### src/rtl/substring_rolling_hash_assert.svh
// Assertion macros shared by the substring rolling hash RTL.
// Needs nothing else; files that check their own logic include it.
`ifndef SUBSTRING_ROLLING_HASH_ASSERT_SVH
`define SUBSTRING_ROLLING_HASH_ASSERT_SVH

// condition holds at every clock edge out of reset
`define SRH_ASSERT_ALWAYS(lbl, clk, rstn, cond) \
    lbl: assert property (@(posedge clk) disable iff (!rstn) (cond)) \
        else $error("invariant check failed");

// consequent holds in the same cycle as the antecedent
`define SRH_ASSERT_IMPLY(lbl, clk, rstn, ante, cons) \
    lbl: assert property (@(posedge clk) disable iff (!rstn) (ante) |-> (cons)) \
        else $error("implication check failed");

`endif

### src/rtl/srh_pkg.sv
// Types and constants for the substring rolling hash block.
// Used by every module of the block but srh_ram; depends on nothing.
package srh_pkg;

    localparam int HASH_W = 61;
    localparam int POS_W  = 12;
    localparam int CHAR_W = 8;
    localparam int REQ_W  = 2;
    localparam int STAT_W = 2;

    localparam logic [HASH_W-1:0] HASH_MOD  = {HASH_W{1'b1}};
    localparam logic [HASH_W-1:0] BASE_INIT = HASH_W'(131);

    typedef enum logic [REQ_W-1:0] {
        REQ_APPEND    = 2'd0,
        REQ_FINISH    = 2'd1,
        REQ_FWD_QUERY = 2'd2,
        REQ_REV_QUERY = 2'd3
    } req_t;

    localparam logic [STAT_W-1:0] ST_OK   = 2'd0;
    localparam logic [STAT_W-1:0] ST_BAD  = 2'd1;
    localparam logic [STAT_W-1:0] ST_FULL = 2'd2;

    typedef struct packed {
        req_t              req;
        logic [CHAR_W-1:0] char_value;
        logic [POS_W-1:0]  start_pos;
        logic [POS_W-1:0]  end_pos;
    } item_t;

    typedef struct packed {
        logic              start;
        logic [HASH_W-1:0] a;
        logic [HASH_W-1:0] b;
        logic [CHAR_W-1:0] addend;
    } mm_req_t;

    typedef struct packed {
        logic              busy;
        logic              done;
        logic [HASH_W-1:0] result;
    } mm_rsp_t;

endpackage

### src/rtl/srh_front.sv
// Input side: accepts items, decodes the request kind, holds a two-entry queue.
// Depends on srh_pkg.
module srh_front
    import srh_pkg::*;
(
    input  logic              aclk,
    input  logic              aresetn,
    input  logic              s_tvalid,
    output logic              s_tready,
    input  logic [31:0]       s_tdata,  // char_value, start_pos, end_pos
    input  logic [REQ_W-1:0]  s_tuser,  // req_type
    output logic              q_valid,
    output item_t             q_item,
    input  logic              q_pop
);

    item_t      q_mem [2];
    logic       wr_ptr_reg, rd_ptr_reg;
    logic [1:0] cnt_reg;
    logic       push, pop;
    item_t      in_item;

    always_comb begin
        in_item.req        = req_t'(s_tuser);
        in_item.char_value = s_tdata[7:0];
        in_item.start_pos  = s_tdata[19:8];
        in_item.end_pos    = s_tdata[31:20];
    end

    assign s_tready = (cnt_reg != 2'd2);
    assign q_valid  = (cnt_reg != 2'd0);
    assign q_item   = q_mem[rd_ptr_reg];
    assign push     = s_tvalid && s_tready;
    assign pop      = q_pop && q_valid;

    always_ff @(posedge aclk) begin
        if (push) begin
            q_mem[wr_ptr_reg] <= in_item;
        end
        if (!aresetn) begin
            wr_ptr_reg <= 1'b0;
            rd_ptr_reg <= 1'b0;
            cnt_reg    <= 2'd0;
        end else begin
            if (push) wr_ptr_reg <= ~wr_ptr_reg;
            if (pop)  rd_ptr_reg <= ~rd_ptr_reg;
            cnt_reg <= cnt_reg + 2'(push) - 2'(pop);
        end
    end

endmodule

### config.mk
export PLATFORM = sky130hd
export DESIGN_NAME = srh_front
export DESIGN_NICKNAME = d
export VERILOG_FILES = /design/src/rtl/substring_rolling_hash_assert.svh /design/src/rtl/srh_pkg.sv /design/src/rtl/srh_front.sv
export SDC_FILE = /design/constraint.sdc
export NUM_CORES = 1
export LEC_CHECK = 0
export BUFFER_PORTS_ARGS = -buffer_cell sky130_fd_sc_hd__buf_2
export CORE_MARGIN = 2
export CORE_UTILIZATION = 45
export DETAILED_ROUTE_END_ITERATION = 7
export PLACE_DENSITY_LB_ADDON = 0.08
export SKIP_LAST_GASP = 1
export SYNTH_ARGS = -nofsm -noshare
export SYNTH_HDL_FRONTEND = slang
export SYNTH_SLANG_ARGS = --single-unit
### constraint.sdc
create_clock -name aclk -period 2.39 [get_ports aclk]
set_clock_uncertainty 0.05 [all_clocks]
set_input_delay 0.478 -clock aclk [delete_from_list [all_inputs] [get_ports aclk]]
set_output_delay 0.478 -clock aclk [all_outputs]
set_load 0.1 [all_outputs]
==> run summary, run 1 <==
HP Class = in2reg
First-pass GRT wire length = 7.39 mm
Initial Utilization = 47.2%
Fin crit share = 87.3%
Clock root cell = clkbuf_8
Setup crit start kind = flop
Total Routing Usage GR = 14.2%
Crit-path cells = buf_12 > mux2_2 > buf_2
Clk buf depth = 2
Residual DRC = 0
DR vias = 1,413
Critical path class = reg2out
Post-cts gate resize count = 0
Yosys reg bits = 73
# nets final = 255
Buf/Inv on CP = 2
Number of cell rows = 28
Mapped Cells = 130
Final min period = 2.09 ns
Utilization after layout = 57.8%
RSZ-0062 raised after global routing = false
Final Wtd Congestion = 0.774
CTS tree = yes
Dpl hpwl = 3.26 mm
DRT Wirelength = 4.68 mm
Die area = 6970 um^2
Worst slew pin tran = 0.508 ns
CP max FO = 26
# setup viols final = 0
R2r startpoint = cnt_reg[0]$_SDFF_PN0_
Synth Cell Area = 2840 um^2
CP arrival = 1.56 ns
Placeable Area = 6030 um^2
Max reg flops = 68
Hold bufs inserted after CTS = 0
Clk Latency, worst-skew pair = 0.33 ns
I/O pin count = 74
Critical path's top delay family = buffers and inverters
Fillers = 496
Post-Syn Nets = 170
Routed len/inst = 15.9 um
CTS sink count = 73
CP peak stage delay = 0.36 ns
Post-CTS setup buffer count = 0
Layout Cells excl Fill = 295
Reg clk slew, reported paths = 0.07 ns
Distinct cells, synth = 18
Synthesis Warnings = 0
Area Growth Syn to Fin = 22.5%
Largest net degree at the start of global routing = 27
Syn_area_per_cell = 21.9 um^2
Die width = 83.5 um
CP endpoint kind = primary output
R2r setup slk = 0.61 ns
Status = finished, final reports clean
Ant diodes = 0
Final Hold Vio Count = 0
Critical Path RT = 1.86 ns
Dpl cells = 279
Drt first pass iters = 4
Slowest-stage cell, CP = mux2_2
Max-slew headroom = 66.4%
Final-report max-slew violation count = 0
Total negative slack = 0 ns
CTS buffer count = 9
Die height = 83.5 um
Global route overflow = 0
H-Tree Depth = 3
DRT iter0 DRCs = 32
Port bufs = 73
Via density = 4.79
Max_cap viols = 0
Fmax = 479 MHz
Seq/Total Area, Yosys = 75.3%
HP Start = s_tdata[9]
Vias in the first global route = 1,585
Final ANT Viol Nets = 0
Initial antenna violation count = 0
Share of layout cells above drive strength 1 = 58.6%
path summary, 6_finish.rpt:
path,end,cells past startpoint
worst max-delay path,q_item[0],3
worst min-delay path,q_mem[0][13]$_DFFE_PP_,1
worst max register to register,cnt_reg[1]$_SDFF_PN0_,8
worst min register to register,wr_ptr_reg$_SDFFE_PN0N_,2
kinds of logic after synthesis:
family | Yosys count | synth area share [%]
DFF | 73 | 75.3
muxes | 35 | 17.8
and+or+nand+nor | 11 | 2.16
buffers and inverters | 5 | 2.64
xor gates and xnor gates | 3 | 0.924
adders and majority gates | 2 | 0.880
AOI/OAI and AO/OA | 1 | 0.308
final cells by class:
cell class / count / area (um^2) / share of cell area [%]
clock buffers: 11 / 131 / 3.77
repair buffers: 78 / 428 / 12.3
flip-flops and latches: 73 / 2140 / 61.5
multi-input cells: 52 / 638 / 18.3
clock inverters: 5 / 46.3 / 1.33
well taps: 75 / 93.8 / 2.69
inverters: 1 / 3.75 / 0.108
metrics by stage:
| step | cell area [um^2] | worst slack (ns) | hold slack, ns |
|---|---|---|---|
| 2_1_floorplan | 2860 | 0.270 | 0.438 |
| 6_report | 3480 | 0.304 | 0.284 |
| 5_1_grt | 3480 | 0.243 | 0.266 |
| 3_5_place_dp | 3310 | 0.569 | 0.477 |
| 4_1_cts | 3480 | 0.272 | 0.262 |
| 3_3_place_gp | 3310 | 0.653 | 0.452 |
synthesized netlist by cell type:
cell      instances  area share [%]
mux2_2            4             1.6
buf_12            3             2.1
inv_1             1            0.13
nor2_1            1            0.13
edfxtp_1         68              72
mux2_4           30              16
nor2b_1           2            0.44
ha_1              2            0.88
nand2_1           2            0.26
o21a_2            1            0.31
buf_6             1            0.40
xnor2_1           3            0.92
dfxtp_1           5             3.5
and3_1            1            0.22
and2_1            2            0.44
or2_2             1            0.22
nand2b_1          2            0.44
mux2i_1           1            0.35
placed cells by master (no fill, tap or decap):
cell type / count
mux2_2: 4
nor2b_1: 2
nand2_1: 2
and3_2: 1
nand2b_2: 1
and2_1: 2
o21a_2: 1
bufinv_16: 1
buf_2: 73
clkinv_2: 1
inv_1: 1
clkbuf_8: 9
ha_1: 2
mux2i_1: 1
clkinv_1: 3
clkbuf_1: 2
nor2_4: 1
buf_4: 3
mux2_4: 30
or2_2: 1
buf_12: 2
dfxtp_1: 4
nand2b_1: 1
dfxtp_2: 1
xnor2_1: 3
edfxtp_1: 68
per-layer routing:
metal / GRT usage, % / vias up / wire [um]
met5: 0 / - / 0
li1: - / 669 / -
met2: 24.9 / 51 / 2500
met3: 5.34 / 6 / 346
met1: 14.8 / 687 / 1780
met4: 7.48 / 0 / 57
Power of run 1 is left out: the tool's default activity adds up to more than one toggle a clock period on the data nets, which glitch-free logic cannot reach.
==> run 2, diff against run 1 <==
GPL_TIMING_DRIVEN = 0   (was not set)
==> run 2 against run 1 <==
  * Wire length fell by 7.3%
  * Final cell count decreased by 0.34%
  * Hold slack gained 0.0038 ns
  * Via count shrank 1.3%
  * Highest routed layer unchanged
  * Clock-buffer cell count did not move
==> run summary, run 2 (synthesis gave the netlist of run 1 again) <==
H-Tree Depth = 3 (unchanged)
Post-CTS setup buffer count = 0 (unchanged)
Ant diodes = 0 (unchanged)
Share of layout cells above drive strength 1 = 57.5% (was 58.6%)
Most frequent cells in the layout = buf_2 (73), edfxtp_1 (68), mux2_4 (30) (unchanged)
First-pass GRT wire length = 7.05 mm (was 7.39 mm)
Placeable Area = 6030 um^2 (unchanged)
Area Growth Syn to Fin = 22.0% (was 22.5%)
Drt first pass iters = 4 (unchanged)
Multi-input logic area = 638 um^2 (unchanged)
CTS buffer count = 9 (unchanged)
Total Routing Usage GR = 13.5% (was 14.2%)
Status = finished, final reports clean (unchanged)
Reg clk slew, reported paths = 0.07 ns (about the same)
Dpl cells = 278 (was 279)
Max reg flops = 68 (unchanged)
CTS sink count = 73 (unchanged)
Fmax = 480 MHz (was 479 MHz)
Total negative slack = 0 ns (unchanged)
Dpl hpwl = 2.96 mm (was 3.26 mm)
Worst r2r path cells = 3 (was 8)
Number of cell rows = 28 (unchanged)
Fin crit share = 87.2% (was 87.3%)
Largest net degree at the start of global routing = 35 (was 27)
CTS tree = yes (unchanged)
Initial Utilization = 47.2% (unchanged)
Critical path class = reg2out (unchanged)
Residual DRC = 0 (unchanged)
Clk buf depth = 2 (unchanged)
# nets final = 254 (was 255)
CP endpoint kind = primary output (unchanged)
Final Wtd Congestion = 0.742 (was 0.774)
Initial antenna violation count = 0 (unchanged)
Global route overflow = 0 (unchanged)
Max_cap viols = 0 (unchanged)
Critical R2R Capture = q_mem[0][14]$_DFFE_PP_ (was cnt_reg[1]$_SDFF_PN0_)
HP Class = in2reg (unchanged)
Hold_ws = 0.288 ns (was 0.284 ns)
Max-slew headroom = 34.1% (was 66.4%)
Die width = 83.5 um (unchanged)
R2r startpoint = cnt_reg[0]$_SDFF_PN0_ (unchanged)
CP max FO = 10 (was 26)
Via density = 4.74 (was 4.79)
Most common cell after layout, fill and taps aside = buf_2 (unchanged)
Port bufs = 73 (unchanged)
Clock root cell = clkbuf_8 (unchanged)
I/O pin count = 74 (unchanged)
RSZ-0062 raised after global routing = false (unchanged)
DRT iter0 DRCs = 52 (was 32)
Worst slew pin tran = 0.986 ns (was 0.508 ns)
Clk Latency, worst-skew pair = 0.32 ns (was 0.33 ns)
Final-report max-slew violation count = 0 (unchanged)
Critical Path RT = 1.86 ns (about the same)
R2r setup slk = 0.53 ns (was 0.61 ns)
Final Hold Vio Count = 0 (unchanged)
Setup crit start kind = flop (unchanged)
Worst setup path endpoint = q_item[22] (was q_item[0])
DR vias = 1,394 (was 1,413)
Die area = 6970 um^2 (unchanged)
Die height = 83.5 um (unchanged)
Storage element area = 2140 um^2 (about the same)
Fillers = 471 (was 496)
Final min period = 2.08 ns (was 2.09 ns)
Post-cts gate resize count = 0 (unchanged)
Final ANT Viol Nets = 0 (unchanged)
# setup viols final = 0 (unchanged)
Routed len/inst = 14.8 um (was 15.9 um)
Hold bufs inserted after CTS = 0 (unchanged)
Layout Cells excl Fill = 294 (was 295)
DRT Wirelength = 4.34 mm (was 4.68 mm)
CP arrival = 1.56 ns (about the same)
Vias in the first global route = 1,507 (was 1,585)
==> run 2: worst min-delay path by stage <==
stage	startpoint	to	slack, ns	cells after the start
finish	s_tdata[9]	q_mem[0][13]$_DFFE_PP_	0.29	1
global route	s_tdata[8]	q_mem[0][12]$_DFFE_PP_	0.27	1
CTS	s_tdata[3]	q_mem[0][27]$_DFFE_PP_	0.27	1
detailed placement	wr_ptr_reg$_SDFFE_PN0N_	wr_ptr_reg$_SDFFE_PN0N_	0.47	2
global placement	wr_ptr_reg$_SDFFE_PN0N_	wr_ptr_reg$_SDFFE_PN0N_	0.45	2
floorplan	wr_ptr_reg$_SDFFE_PN0N_	wr_ptr_reg$_SDFFE_PN0N_	0.44	2
==> run 2: metrics by stage <==
stage | util [%] | setup WS (ns) | area [um^2]
6_report | 57.6 | 0.307 | 3470
5_1_grt | 57.6 | 0.227 | 3470
4_1_cts | 57.6 | 0.279 | 3470
3_5_place_dp | 55.0 | 0.451 | 3310
3_3_place_gp | 55.0 | 0.488 | 3310
2_1_floorplan | - | 0.270 | 2860
==> run 2: area by class of cell <==
cell class	instances	area share (%)
Tap cell	75	2.71
Inverter	1	0.108
Sequential cell	73	61.8
Clock buffer	11	3.79
Multi-Input combinational cell	52	18.4
Timing Repair Buffer	73	10.5
Clock inverter	5	0.649
Buffer	4	2.06
==> run 2: worst max-delay path, cell delays in order (launching register included) <==
cell	delay (ns)
dfxtp_1	0.32
buf_6	0.15
buf_12	0.16
mux2_4	0.31
buf_2	0.29
==> run 2: routing by layer <==
layer  share of wire (%)  GRT usage, %  wire [um]
met5                   0             0          0
met4                 2.0          7.04         86
met3                 6.6          4.55        287
met2                  54          23.7       2330
met1                  38          14.4       1630
Power of run 2 is left out for the same reason.
